==> src/hdl/gnto_pkg.sv <==
// Package for the greedy nearest target order block: constants, codes and the sequencer state type.
`default_nettype none
package gnto_pkg;

   localparam int MAX_STAINS = 32;

   localparam int COORD_W = 16;
   localparam int SCORE_W = 16;
   localparam int DIST_W = 17;
   localparam int ENTRY_W = 2 * COORD_W + SCORE_W;

   localparam int CSR_IDX_W = 2;
   localparam int CSR_DATA_W = 16;

   localparam logic [CSR_IDX_W-1:0] CSR_START_X = 2'd0;
   localparam logic [CSR_IDX_W-1:0] CSR_START_Y = 2'd1;

   localparam logic CMD_LOAD = 1'b0;
   localparam logic CMD_PLAN = 1'b1;

   typedef enum logic [1:0] {
      ST_IDLE,
      ST_SCAN,
      ST_EMIT
   } state_type;

endpackage
`default_nettype wire

==> src/hdl/gnto_ram.sv <==
// Generic single write port, single read port RAM with a registered read.
`default_nettype none
module gnto_ram #(
   parameter int WIDTH = 8,
   parameter int DEPTH = 32
) (
   input  wire logic                                   clock,
   input  wire logic                                   we,
   input  wire logic [((DEPTH > 1) ? $clog2(DEPTH) : 1)-1:0] waddr,
   input  wire logic [WIDTH-1:0]                       wdata,
   input  wire logic [((DEPTH > 1) ? $clog2(DEPTH) : 1)-1:0] raddr,
   output logic      [WIDTH-1:0]                       rdata
);

   logic [WIDTH-1:0] mem_ff [DEPTH];
   logic [WIDTH-1:0] rdata_ff;

   always_ff @(posedge clock) begin
      if (we) begin
         mem_ff[waddr] <= wdata;
      end
      rdata_ff <= mem_ff[raddr];
   end

   assign rdata = rdata_ff;

endmodule
`default_nettype wire

==> src/hdl/greedy_nearest_target_order_top.sv <==
// Top level of the greedy nearest target order block: point store, scan sequencer and results.
//
//  channel   ports                        handshake
//  request   req_cmd, req_point_*         start high while busy low
//  result    rsp_out_*, rsp_step_distance,
//            rsp_is_last/empty/overflowed rsp_valid strobe, one cycle each
//  config    csr_index, csr_wdata          csr_we high, no wait
//
// A load transaction does not leave the idle state, so loads may follow back to back.
// A plan over n stored points makes n picks: each pick issues every
// entry through the one RAM read port and the shared distance and compare
// unit, compares the last read in the cycle after its issue, then sees that
// the scan has drained, then emits its result.
// An empty plan gives its single result in the cycle after acceptance.
// Synchronous reset clears the point count, visited flags and overflow flag;
// no clearing pass is needed. Results cannot be stalled by the receiver.
`default_nettype none
module greedy_nearest_target_order_top #(
   parameter int MAX_STAINS = gnto_pkg::MAX_STAINS
) (
   input  wire logic                                clock,
   input  wire logic                                reset,
   input  wire logic                                start,
   output logic                                     busy,
   input  wire logic                                req_cmd,
   input  wire logic signed [gnto_pkg::COORD_W-1:0] req_point_x,
   input  wire logic signed [gnto_pkg::COORD_W-1:0] req_point_y,
   input  wire logic        [gnto_pkg::SCORE_W-1:0] req_point_score,
   output logic                                     rsp_valid,
   output logic signed      [gnto_pkg::COORD_W-1:0] rsp_out_x,
   output logic signed      [gnto_pkg::COORD_W-1:0] rsp_out_y,
   output logic             [gnto_pkg::SCORE_W-1:0] rsp_out_score,
   output logic             [gnto_pkg::DIST_W-1:0]  rsp_step_distance,
   output logic                                     rsp_is_last,
   output logic                                     rsp_is_empty,
   output logic                                     rsp_overflowed,
   input  wire logic                                csr_we,
   input  wire logic [gnto_pkg::CSR_IDX_W-1:0]      csr_index,
   input  wire logic [gnto_pkg::CSR_DATA_W-1:0]     csr_wdata
);

   localparam int AW = (MAX_STAINS > 1) ? $clog2(MAX_STAINS) : 1;
   localparam int CW = $clog2(MAX_STAINS + 1);
   localparam int XW = gnto_pkg::COORD_W;
   localparam int SW = gnto_pkg::SCORE_W;
   localparam int DW = gnto_pkg::DIST_W;
   localparam int EW = gnto_pkg::ENTRY_W;

   gnto_pkg::state_type state_ff, state_in;

   logic [CW-1:0]         count_ff, count_in;
   logic                  drop_ff, drop_in;
   logic [MAX_STAINS-1:0] visited_ff, visited_in;
   logic [CW-1:0]         issue_ff, issue_in;
   logic                  pend_ff, pend_in;
   logic [AW-1:0]         pend_idx_ff, pend_idx_in;
   logic                  found_ff, found_in;
   logic [CW-1:0]         pick_ff, pick_in;
   logic [AW-1:0]         best_idx_ff, best_idx_in;
   logic                  rsp_valid_ff, rsp_valid_in;

   logic signed [XW-1:0] start_x_ff, start_y_ff;
   logic signed [XW-1:0] cx_ff, cx_in, cy_ff, cy_in;
   logic signed [XW-1:0] best_x_ff, best_x_in, best_y_ff, best_y_in;
   logic [SW-1:0]        best_score_ff, best_score_in;
   logic [DW-1:0]        best_d_ff, best_d_in;

   logic signed [XW-1:0] rsp_x_ff, rsp_x_in, rsp_y_ff, rsp_y_in;
   logic [SW-1:0]        rsp_score_ff, rsp_score_in;
   logic [DW-1:0]        rsp_dist_ff, rsp_dist_in;
   logic                 rsp_last_ff, rsp_last_in;
   logic                 rsp_empty_ff, rsp_empty_in;
   logic                 rsp_ovf_ff, rsp_ovf_in;

   logic          ram_we;
   logic [AW-1:0] ram_raddr;
   logic [EW-1:0] ram_rdata;

   logic signed [XW-1:0] rd_x, rd_y;
   logic [SW-1:0]        rd_score;
   logic signed [XW:0]   dx, dy;
   logic [XW-1:0]        adx, ady;
   logic [DW-1:0]        man_dist;
   logic                 store_full;
   logic                 last_pick;

   gnto_ram #(
      .WIDTH(EW),
      .DEPTH(MAX_STAINS)
   ) u_store (
      .clock(clock),
      .we   (ram_we),
      .waddr(count_ff[AW-1:0]),
      .wdata({req_point_x, req_point_y, req_point_score}),
      .raddr(ram_raddr),
      .rdata(ram_rdata)
   );

   // Shared distance unit: Manhattan distance from the current position.
   assign rd_x     = ram_rdata[EW-1 -: XW];
   assign rd_y     = ram_rdata[EW-XW-1 -: XW];
   assign rd_score = ram_rdata[SW-1:0];
   assign dx   = {cx_ff[XW-1], cx_ff} - {rd_x[XW-1], rd_x};
   assign dy   = {cy_ff[XW-1], cy_ff} - {rd_y[XW-1], rd_y};
   assign adx  = dx[XW] ? XW'(-dx) : dx[XW-1:0];
   assign ady  = dy[XW] ? XW'(-dy) : dy[XW-1:0];
   assign man_dist = {1'b0, adx} + {1'b0, ady};

   assign store_full = (count_ff == CW'(MAX_STAINS));
   assign last_pick  = (pick_ff == (count_ff - CW'(1)));
   assign ram_raddr  = issue_ff[AW-1:0];
   assign ram_we     = (state_ff == gnto_pkg::ST_IDLE) && start &&
                       (req_cmd == gnto_pkg::CMD_LOAD) && !store_full;

   always_comb begin
      state_in      = state_ff;
      count_in      = count_ff;
      drop_in       = drop_ff;
      visited_in    = visited_ff;
      issue_in      = issue_ff;
      pend_in       = 1'b0;
      pend_idx_in   = pend_idx_ff;
      found_in      = found_ff;
      pick_in       = pick_ff;
      best_idx_in   = best_idx_ff;
      cx_in         = cx_ff;
      cy_in         = cy_ff;
      best_x_in     = best_x_ff;
      best_y_in     = best_y_ff;
      best_score_in = best_score_ff;
      best_d_in     = best_d_ff;
      rsp_valid_in  = 1'b0;
      rsp_x_in      = rsp_x_ff;
      rsp_y_in      = rsp_y_ff;
      rsp_score_in  = rsp_score_ff;
      rsp_dist_in   = rsp_dist_ff;
      rsp_last_in   = rsp_last_ff;
      rsp_empty_in  = rsp_empty_ff;
      rsp_ovf_in    = rsp_ovf_ff;

      unique case (state_ff)
         gnto_pkg::ST_IDLE: begin
            if (start) begin
               if (req_cmd == gnto_pkg::CMD_LOAD) begin
                  if (store_full) begin
                     drop_in = 1'b1;
                  end else begin
                     count_in = count_ff + CW'(1);
                  end
               end else if (count_ff == '0) begin
                  rsp_valid_in = 1'b1;
                  rsp_x_in     = '0;
                  rsp_y_in     = '0;
                  rsp_score_in = '0;
                  rsp_dist_in  = '0;
                  rsp_last_in  = 1'b1;
                  rsp_empty_in = 1'b1;
                  rsp_ovf_in   = drop_ff;
                  drop_in      = 1'b0;
                  visited_in   = '0;
               end else begin
                  cx_in      = start_x_ff;
                  cy_in      = start_y_ff;
                  visited_in = '0;
                  issue_in   = '0;
                  found_in   = 1'b0;
                  pick_in    = '0;
                  state_in   = gnto_pkg::ST_SCAN;
               end
            end
         end
         gnto_pkg::ST_SCAN: begin
            if (issue_ff != count_ff) begin
               issue_in    = issue_ff + CW'(1);
               pend_in     = 1'b1;
               pend_idx_in = issue_ff[AW-1:0];
            end
            // Strict less-than keeps the lowest index on a tie.
            if (pend_ff && !visited_ff[pend_idx_ff] &&
                (!found_ff || man_dist < best_d_ff)) begin
               found_in      = 1'b1;
               best_idx_in   = pend_idx_ff;
               best_x_in     = rd_x;
               best_y_in     = rd_y;
               best_score_in = rd_score;
               best_d_in     = man_dist;
            end
            if (issue_ff == count_ff && !pend_ff) begin
               state_in = gnto_pkg::ST_EMIT;
            end
         end
         gnto_pkg::ST_EMIT: begin
            rsp_valid_in = 1'b1;
            rsp_x_in     = best_x_ff;
            rsp_y_in     = best_y_ff;
            rsp_score_in = best_score_ff;
            rsp_dist_in  = best_d_ff;
            rsp_last_in  = last_pick;
            rsp_empty_in = 1'b0;
            rsp_ovf_in   = drop_ff;
            visited_in[best_idx_ff] = 1'b1;
            cx_in    = best_x_ff;
            cy_in    = best_y_ff;
            issue_in = '0;
            found_in = 1'b0;
            pick_in  = pick_ff + CW'(1);
            if (last_pick) begin
               count_in   = '0;
               drop_in    = 1'b0;
               visited_in = '0;
               state_in   = gnto_pkg::ST_IDLE;
            end else begin
               state_in = gnto_pkg::ST_SCAN;
            end
         end
         default: begin
            state_in = gnto_pkg::ST_IDLE;
         end
      endcase
   end

   always_ff @(posedge clock) begin
      if (reset) begin
         state_ff     <= gnto_pkg::ST_IDLE;
         count_ff     <= '0;
         drop_ff      <= 1'b0;
         visited_ff   <= '0;
         issue_ff     <= '0;
         pend_ff      <= 1'b0;
         found_ff     <= 1'b0;
         pick_ff      <= '0;
         rsp_valid_ff <= 1'b0;
         start_x_ff   <= '0;
         start_y_ff   <= '0;
      end else begin
         state_ff     <= state_in;
         count_ff     <= count_in;
         drop_ff      <= drop_in;
         visited_ff   <= visited_in;
         issue_ff     <= issue_in;
         pend_ff      <= pend_in;
         found_ff     <= found_in;
         pick_ff      <= pick_in;
         rsp_valid_ff <= rsp_valid_in;
         if (csr_we && csr_index == gnto_pkg::CSR_START_X) begin
            start_x_ff <= csr_wdata;
         end
         if (csr_we && csr_index == gnto_pkg::CSR_START_Y) begin
            start_y_ff <= csr_wdata;
         end
      end
   end

   always_ff @(posedge clock) begin
      pend_idx_ff   <= pend_idx_in;
      best_idx_ff   <= best_idx_in;
      cx_ff         <= cx_in;
      cy_ff         <= cy_in;
      best_x_ff     <= best_x_in;
      best_y_ff     <= best_y_in;
      best_score_ff <= best_score_in;
      best_d_ff     <= best_d_in;
      rsp_x_ff      <= rsp_x_in;
      rsp_y_ff      <= rsp_y_in;
      rsp_score_ff  <= rsp_score_in;
      rsp_dist_ff   <= rsp_dist_in;
      rsp_last_ff   <= rsp_last_in;
      rsp_empty_ff  <= rsp_empty_in;
      rsp_ovf_ff    <= rsp_ovf_in;
   end

   assign busy              = (state_ff != gnto_pkg::ST_IDLE);
   assign rsp_valid         = rsp_valid_ff;
   assign rsp_out_x         = rsp_x_ff;
   assign rsp_out_y         = rsp_y_ff;
   assign rsp_out_score     = rsp_score_ff;
   assign rsp_step_distance = rsp_dist_ff;
   assign rsp_is_last       = rsp_last_ff;
   assign rsp_is_empty      = rsp_empty_ff;
   assign rsp_overflowed    = rsp_ovf_ff;

   // Every emit must follow a scan that found an unvisited point.
   a_emit_has_pick: assert property (@(posedge clock) disable iff (reset)
      (state_ff == gnto_pkg::ST_EMIT) |-> found_ff)
      else $error("emit without a picked point");

   a_count_bound: assert property (@(posedge clock) disable iff (reset)
      count_ff <= CW'(MAX_STAINS))
      else $error("point count beyond store depth");

   a_empty_is_last: assert property (@(posedge clock) disable iff (reset)
      (rsp_valid && rsp_is_empty) |-> rsp_is_last)
      else $error("empty result not marked last");

   a_idle_no_pending: assert property (@(posedge clock) disable iff (reset)
      !busy |-> !pend_ff)
      else $error("read in flight while idle");

   a_last_clears: assert property (@(posedge clock) disable iff (reset)
      (rsp_valid && rsp_is_last) |-> (count_ff == '0 && !drop_ff))
      else $error("store not cleared after final result");

endmodule
`default_nettype wire

==> config.mk <==
export PLATFORM = sky130hd
export DESIGN_NAME = greedy_nearest_target_order_top
export DESIGN_NICKNAME = d
export VERILOG_FILES = /design/src/hdl/gnto_pkg.sv /design/src/hdl/gnto_ram.sv /design/src/hdl/greedy_nearest_target_order_top.sv
export SDC_FILE = /design/constraint.sdc
export NUM_CORES = 2
export LEC_CHECK = 0
export ABC_AREA = 0
export BUFFER_PORTS_ARGS = -buffer_cell sky130_fd_sc_hd__buf_2
export CAP_MARGIN = 20
export CORE_ASPECT_RATIO = 1.4
export CORE_MARGIN = 1.5
export CORE_UTILIZATION = 55
export CTS_CLUSTER_DIAMETER = 80
export DETAILED_ROUTE_END_ITERATION = 12
export PLACE_DENSITY_LB_ADDON = 0.25
export SYNTH_ARGS = -nofsm -noshare
export SYNTH_HDL_FRONTEND = slang
export SYNTH_HIERARCHICAL = 1
export SYNTH_SLANG_ARGS = --single-unit
==> constraint.sdc <==
create_clock -name clock -period 21.3 [get_ports clock]
set_input_delay 4.26 -clock clock [delete_from_list [all_inputs] [get_ports clock]]
set_output_delay 4.26 -clock clock [all_outputs]
set_load 0.01 [all_outputs]
; ---- Word-level counts from Yosys, hierarchy flattened
; Memories as Yosys holds them, arrays and structs flattened. A register that Yosys moved wholly into a read port is not among the register bits.
; Cells that the tools add are included.
[op_classes]
order_cmp = 4
reduce_logical = 31
eq_ne = 19
n_bitwise = 3
addsub = 9
n_mux = 72
[ops]
columns = operator, n
row1 = 16-bit two-way mux, 11
row2 = 16-bit case mux with 2 select lines, 5
row3 = 32-bit two-way mux, 3
row4 = 32-bit case mux with 2 select lines, 1
row5 = 17-bit two-way mux, 3
row6 = 6-bit two-way mux, 8
row7 = 17-bit case mux with 2 select lines, 1
row8 = 16-bit by 16-bit subtractor with 17-bit output, 2
row9 = 16-bit negation, 2
row10 = 32-bit OR, 1
row11 = 1-bit two-way mux, 24
row12 = 6-bit case mux with 2 select lines, 2
row13 = 5-bit AND reduction, 4
row14 = 6-bit by 1-bit adder with 6-bit output (second input constant), 3
row15 = 2-bit != test (second input constant), 9
row16 = 6-bit case mux with 3 select lines, 1
row17 = 16-bit by 16-bit adder with 17-bit output, 1
row18 = 17-bit < comparator, 1
row19 = 6-bit == test, 2
row20 = 5-bit by 6-bit < comparator with 1-bit output (second input constant), 2
row21 = 4-bit AND reduction, 3
row22 = 1-bit case mux with 2 select lines, 5
row23 = 1-bit logical AND, 9
row24 = 2-bit two-way mux, 4
row25 = other kinds (23), 31
[word_totals]
output_inout_bits = 70
regBits = 263
elab_cells = 165
input_bits = 71
memories = 1
ram_bits = 1536
[memory_table]
columns = name, words, width, read_ports, rd_clocked_by_memory_dff, write_ports, line_no
row1 = u_store.mem_ff, 32, 48, 1, 1, 1, gnto_ram.sv:15  ; logic [WIDTH-1:0] mem_ff [DEPTH];

; ---- Depth between registers and ports, before layout
[logic_depth]
depth_word = 9
ltp_mapped = 30

; ---- Hierarchy
; Netlist, hierarchy kept.
[by_module_without_submodules]
columns = module, area_per_inst_um2, n_inst, seq_area_each_um2, cells_per_inst
row1 = gnto_ram, 60735.8, 1, 47085.2, 3364
row2 = greedy_nearest_target_order_top, 13287.7, 1, 7016.7, 1251

; ---- Least setup slack after synthesis
; No wires, ideal clock.
[synth_timing]
kind = reg2reg
startpoint = register cy_ff[0]
endpoint = register best_d_ff[0], enable pin
n_path_buf = 1
arrival_ps = 9308
required_time_ps = 20779
setup_slack_ps = 11471
stages_incl_launch_ff = 30
path_cell_list = edfxtp_1 inv_1 ha_1 fa_1 nand2b_2 a211oi_2 o2111a_1 nand4b_1 a41oi_1 nand2b_1 a31oi_2 buf_2 a21oi_1 fa_1 a21o_1 a21oi_1 o21bai_1 a211o_1 a31oi_1 o21bai_1 a2111oi_0 o311a_1 xnor2_1 ha_1 a21oi_1 nor2b_1 nor3_1 nand2_1 a21o_1 a21oi_1
[synth_between]
elab_chain_cells = 8
[synth_rtl]
columns = item, line_no
row1 = start: declaration, greedy_nearest_target_order_top.sv:63  ; logic signed [XW-1:0] cx_ff, cx_in, cy_ff, cy_in;
row2 = start signal: assignment, greedy_nearest_target_order_top.sv:258  ; cy_ff <= cy_in;
row3 = 16-bit by 16-bit subtractor with 17-bit output *, greedy_nearest_target_order_top.sv:104  ; assign dy = {cy_ff[XW-1], cy_ff} - {rd_y[XW-1], rd_y};
row4 = 16-bit negation, greedy_nearest_target_order_top.sv:106  ; assign ady = dy[XW] ? XW'(-dy) : dy[XW-1:0];
row5 = 16-bit two-way mux *, greedy_nearest_target_order_top.sv:106
row6 = 16-bit by 16-bit adder with 17-bit output *, greedy_nearest_target_order_top.sv:107  ; assign man_dist = {1'b0, adx} + {1'b0, ady};
row7 = named net man_dist[14], greedy_nearest_target_order_top.sv:83  ; logic [DW-1:0] man_dist;
row8 = 17-bit < comparator *, greedy_nearest_target_order_top.sv:180  ; (!found_ff || man_dist < best_d_ff)) begin
row9 = 1-bit logical OR *, greedy_nearest_target_order_top.sv:180
row10 = 1-bit logical AND *, greedy_nearest_target_order_top.sv:179  ; if (pend_ff && !visited_ff[pend_idx_ff] &&
row11 = 2-bit AND reduction (no source line) *, --
row12 = end signal: assignment, greedy_nearest_target_order_top.sv:262  ; best_d_ff <= best_d_in;
row13 = end: declaration, greedy_nearest_target_order_top.sv:66  ; logic [DW-1:0] best_d_ff, best_d_in;
; The timed path passes the listed nets; every way through them passes the cells marked *.
; A chain may end at the register's enable or synchronous reset.

; ---- Worst setup path in the final report
[layout_timing]
startpoint = register cy_ff[0]
endpoint = register best_score_ff[12], enable pin
[layout_between]
elab_chain_cells = 8
[layout_rtl]
columns = item, line_no
row1 = 16-bit by 16-bit subtractor with 17-bit output *, greedy_nearest_target_order_top.sv:104
row2 = 16-bit negation, greedy_nearest_target_order_top.sv:106
row3 = 16-bit two-way mux *, greedy_nearest_target_order_top.sv:106
row4 = 16-bit by 16-bit adder with 17-bit output *, greedy_nearest_target_order_top.sv:107
row5 = named net man_dist[14], greedy_nearest_target_order_top.sv:83
row6 = 17-bit < comparator *, greedy_nearest_target_order_top.sv:180
row7 = 1-bit logical OR *, greedy_nearest_target_order_top.sv:180
row8 = 1-bit logical AND *, greedy_nearest_target_order_top.sv:179
row9 = 2-bit AND reduction (no source line) *, --
row10 = end signal: assignment, greedy_nearest_target_order_top.sv:261  ; best_score_ff <= best_score_in;
row11 = end: declaration, greedy_nearest_target_order_top.sv:65  ; logic [SW-1:0] best_score_ff, best_score_in;
; Marked as above.

==> flow_metrics.env <==
export IMPL_min_period_ns=8.35
export IMPL_grt_overflow=0
export IMPL_final_area_um2=81700
export IMPL_grt_start_max_net_pins=124
export IMPL_grt_busiest_layer="met2"
export IMPL_power_leakage_nw=25.9
export IMPL_grt_util_met2_pct=44.1
export IMPL_via_per_inst=6.08
export IMPL_boundaryPins=141
export IMPL_drt_first_pass_iters=8
export IMPL_totalWireLength_mm=175
export IMPL_crit_slowest_cell="a2111oi_0"
export IMPL_outcome="completed"
export IMPL_core_rowCount=159
export IMPL_clk_pin_slew_ns=0.06
export IMPL_area_growth_syn_to_layout_pct=10.4
export IMPL_maxCapViolCount=0
export IMPL_fmax_mhz=120
export IMPL_worstPathArrival_ns=8.78
export IMPL_worstSkewPairLatency_ns=0.81
export IMPL_hold_viol_final=0
export IMPL_grt_pass1_wl_mm=256
export IMPL_root_buffer="clkbuf_16"
export IMPL_synth_area_mux_share_pct=10.7
export IMPL_ys_seq_area_share_pct=73.1
export IMPL_hpwl_mm=96.4
export IMPL_synth_seq_cells=1847
export IMPL_finalSetupTns_ns=0
export IMPL_first_global_vias=39800
export IMPL_final_setup_viol_count=0
export IMPL_synth_top_family_by_area="multiplexers"
export IMPL_initial_core_util_pct=55.3
export IMPL_crit_type="flop to flop"
export IMPL_die_area_um2=137000
export IMPL_synth_simple_area_share_pct=5.27
export IMPL_use_met3_pct=3.51
export IMPL_synth_warnings=6
export IMPL_hold_buffers=0
export IMPL_syn_nets=4759
export IMPL_required_ns=21.73
export IMPL_min_path_type="flop to flop"
export IMPL_cts_resized=0
export IMPL_path_max_fanout=37
export IMPL_die_h_um=437
export IMPL_cts_sinks=1847
export IMPL_tightest_slew_ns=1.13
export IMPL_slew_viol_final=0
export IMPL_antenna_left=0
export IMPL_nNetsFinal=4910
export IMPL_use_met1_pct=32.7
export IMPL_multiInputGateArea_um2=18500
export IMPL_fin_cells=6684
export IMPL_synth_xor_area_share_pct=1.05
export IMPL_vdd_drop_max_v=0.0000810
export IMPL_relSlewSlack_pct=24.4
export IMPL_cp_top_family="compound AO/OA/AOI/OAI gates"
export IMPL_rsz0062_at_grt="no"
export IMPL_fin_crit_sh_pct=39.2
export IMPL_drt_iter0_markers=3613
export IMPL_critPathBufInv=2
export IMPL_synth_edf_count=1711
export IMPL_synth_area_um2=74000
export IMPL_cts_tree="done"
export IMPL_cts_htree_levels=4
export IMPL_die_x_um=313
export IMPL_wire_per_inst_um=26.2
export IMPL_antenna_found_initial=14
export IMPL_async_flop_share_pct=0
export IMPL_ff_latch_area_um2=54100
export IMPL_r2r_slack_ns=12.95
export IMPL_drcViolationCount=0
export IMPL_gp_congestion=0.891
export IMPL_core_area_um2=134000
export IMPL_powerDensity_nw_per_um2=89.1
export IMPL_ys_flop_type="edfxtp_1"
export IMPL_postSynthCellCount=4615
export IMPL_postCtsSetupBuffers=0
export IMPL_slowest_delay_ns=0.63
export IMPL_start_kind="flop"
export IMPL_synth_cell_type_count=86
export IMPL_syn_area_per_cell_um2=16.0
export IMPL_clock_skew_ns=0.0353
export IMPL_crit_top_cell="a21oi_1"
export IMPL_numCtsBuffers=167
export IMPL_numPortBuffers=140
export IMPL_grt_use_total_pct=25.4
export IMPL_nFillCells=9660
export IMPL_post_route_cells_drive_above_1_share_pct=10.8
export IMPL_cts_buffer_depth=3
export IMPL_synthAdderAreaFrac_pct=1.26
export IMPL_synth_compound_area_share_pct=6.31
export IMPL_via_count=40700
export IMPL_crit_path_end_kind="flop"
export IMPL_place_area_um2=76500
export IMPL_dp_cells=6367
-- metrics by stage --
stage / setup slack, ns / hold WS, ns / total power [mW] / util [%]
after floorplan: 11.47 / 0.386 / 4.34 / -
after global placement: 12.41 / 0.386 / 4.46 / 57.1
after detailed placement: 12.23 / 0.389 / 4.47 / 57.1
after CTS: 12.24 / 0.398 / 7.32 / 61.0
after global routing: 12.41 / 0.403 / 7.50 / 61.0
final: 12.95 / 0.395 / 7.28 / 61.1
-- flip-flops by register name, summed over array words and instances (netlist names), 17 cells and up --
signal and count:
u_store/mem_ff 1536, u_store/rdata 48, visited_ff 32, best_d_ff 17
rsp_step_distance 17
-- logic make-up (layout without fill, tap and decap cells) --
family                     count (synthesis)  in the layout
and+or+nand+nor                          833            833
adders and majority gates                 73             73
xor gates and xnor gates                  88             88
DFF                                     1847           1847
muxes                                    779            779
AOI/OAI and AO/OA                        686            686
other                                      0              6
buffers and inverters                    309            601
-- worst reg2reg max path, delay by kind of cell, from the launching register on --
| kind | cells | cell delay, ns |
|---|---|---|
| AOI/OAI and AO/OA | 16 | 4.49 |
| xor gates and xnor gates | 1 | 0.16 |
| adders and majority gates | 4 | 1.36 |
| buffers and inverters | 2 | 0.66 |
| DFF | 1 | 0.33 |
| and+or+nand+nor | 6 | 0.92 |
-- metal layers --
layer,vias up,wire (µm)
li1,18100,-
met1,20800,69800
met2,1354,90000
met3,328,9910
met4,8,5510
met5,-,46
-- cell type report --
class | count | area share (%)
clock buffers | 228 | 5.53
well taps | 1771 | 2.71
repair buffers | 213 | 1.67
flip-flops and latches | 1847 | 66.2
multi-input cells | 2459 | 22.7
clock inverters | 82 | 0.869
inverters | 78 | 0.358
diodes | 6 | 0.0184
-- synthesized netlist by cell type (all sizes together) (4+ instances only) --
cell / count / area (µm²)
edfxtp: 1711 / 51400
nand4: 7 / 43.8
xnor2: 54 / 473
ha: 70 / 876
a31oi: 74 / 475
inv: 77 / 289
buf: 146 / 1100
nor3: 66 / 330
nand2: 257 / 965
nor4: 7 / 43.8
dfxtp: 136 / 2720
nand3: 169 / 851
or3b: 6 / 55.1
nor2: 186 / 698
o21bai: 6 / 45.0
o21ai: 21 / 105
mux4: 10 / 225
a21o: 51 / 383
or3: 5 / 31.3
nor2b: 13 / 81.3
and2: 55 / 344
a21oi: 232 / 1160
a22o: 96 / 841
clkbuf: 85 / 319
mux2i: 769 / 7700
a22oi: 146 / 1100
nand3b: 14 / 105
xor2: 34 / 305
o21a: 7 / 52.6
or2: 8 / 50.1
o2111ai: 6 / 52.6
nand2b: 18 / 115
o211a: 4 / 40.0
nor3b: 6 / 45.0
and3: 4 / 25.0
a211oi: 6 / 50.1
-- cell usage in the layout (no fill, tap or decap), types with 10 or more instances in the layout --
master     Yosys  layout
clkbuf_16      0     168
xnor2_1       54      54
nand2b_1      17      15
mux2i_1      769     769
a22o_1        96      96
xor2_1        33      33
edfxtp_1    1711    1711
ha_1          70      70
nor2b_1       13      11
nand3_1      168     168
inv_1         77      77
buf_2         57     140
o21ai_0       19      19
dfxtp_1      136     135
a31oi_1       72      72
nand3b_1      14      14
a21oi_1      232     231
nor3_1        66      66
a21o_1        51      51
clkinv_2       0      24
nand2_1      257     256
and2_1        55      54
buf_4         41      64
mux4_2        10      10
nor2_1       186     153
a22oi_1      146     146
nor2_4         0      33
clkinv_1       1      27
clkbuf_1      85      49
-- worst paths after layout --
kind / start / end / cells after the start
setup / recovery: cy_ff[0]$_DFFE_PP_ / best_score_ff[12]$_DFFE_PP_ / 29
setup reg to reg: cy_ff[0]$_DFFE_PP_ / best_score_ff[12]$_DFFE_PP_ / 29
hold / removal: u_store/rdata[11]$_DFF_P_ / best_score_ff[11]$_DFFE_PP_ / 0
hold reg to reg: u_store/rdata[11]$_DFF_P_ / best_score_ff[11]$_DFFE_PP_ / 0
-- where the power goes --
part / switching [mW] / total [mW] / internal [mW] / leakage [nW]
sequential: 0.00938 / 4.00 / 3.99 / 16.6
combinational: 0.248 / 0.394 / 0.146 / 6.81
clock: 1.31 / 2.89 / 1.57 / 2.54
(Power assumes the default switching activity.)
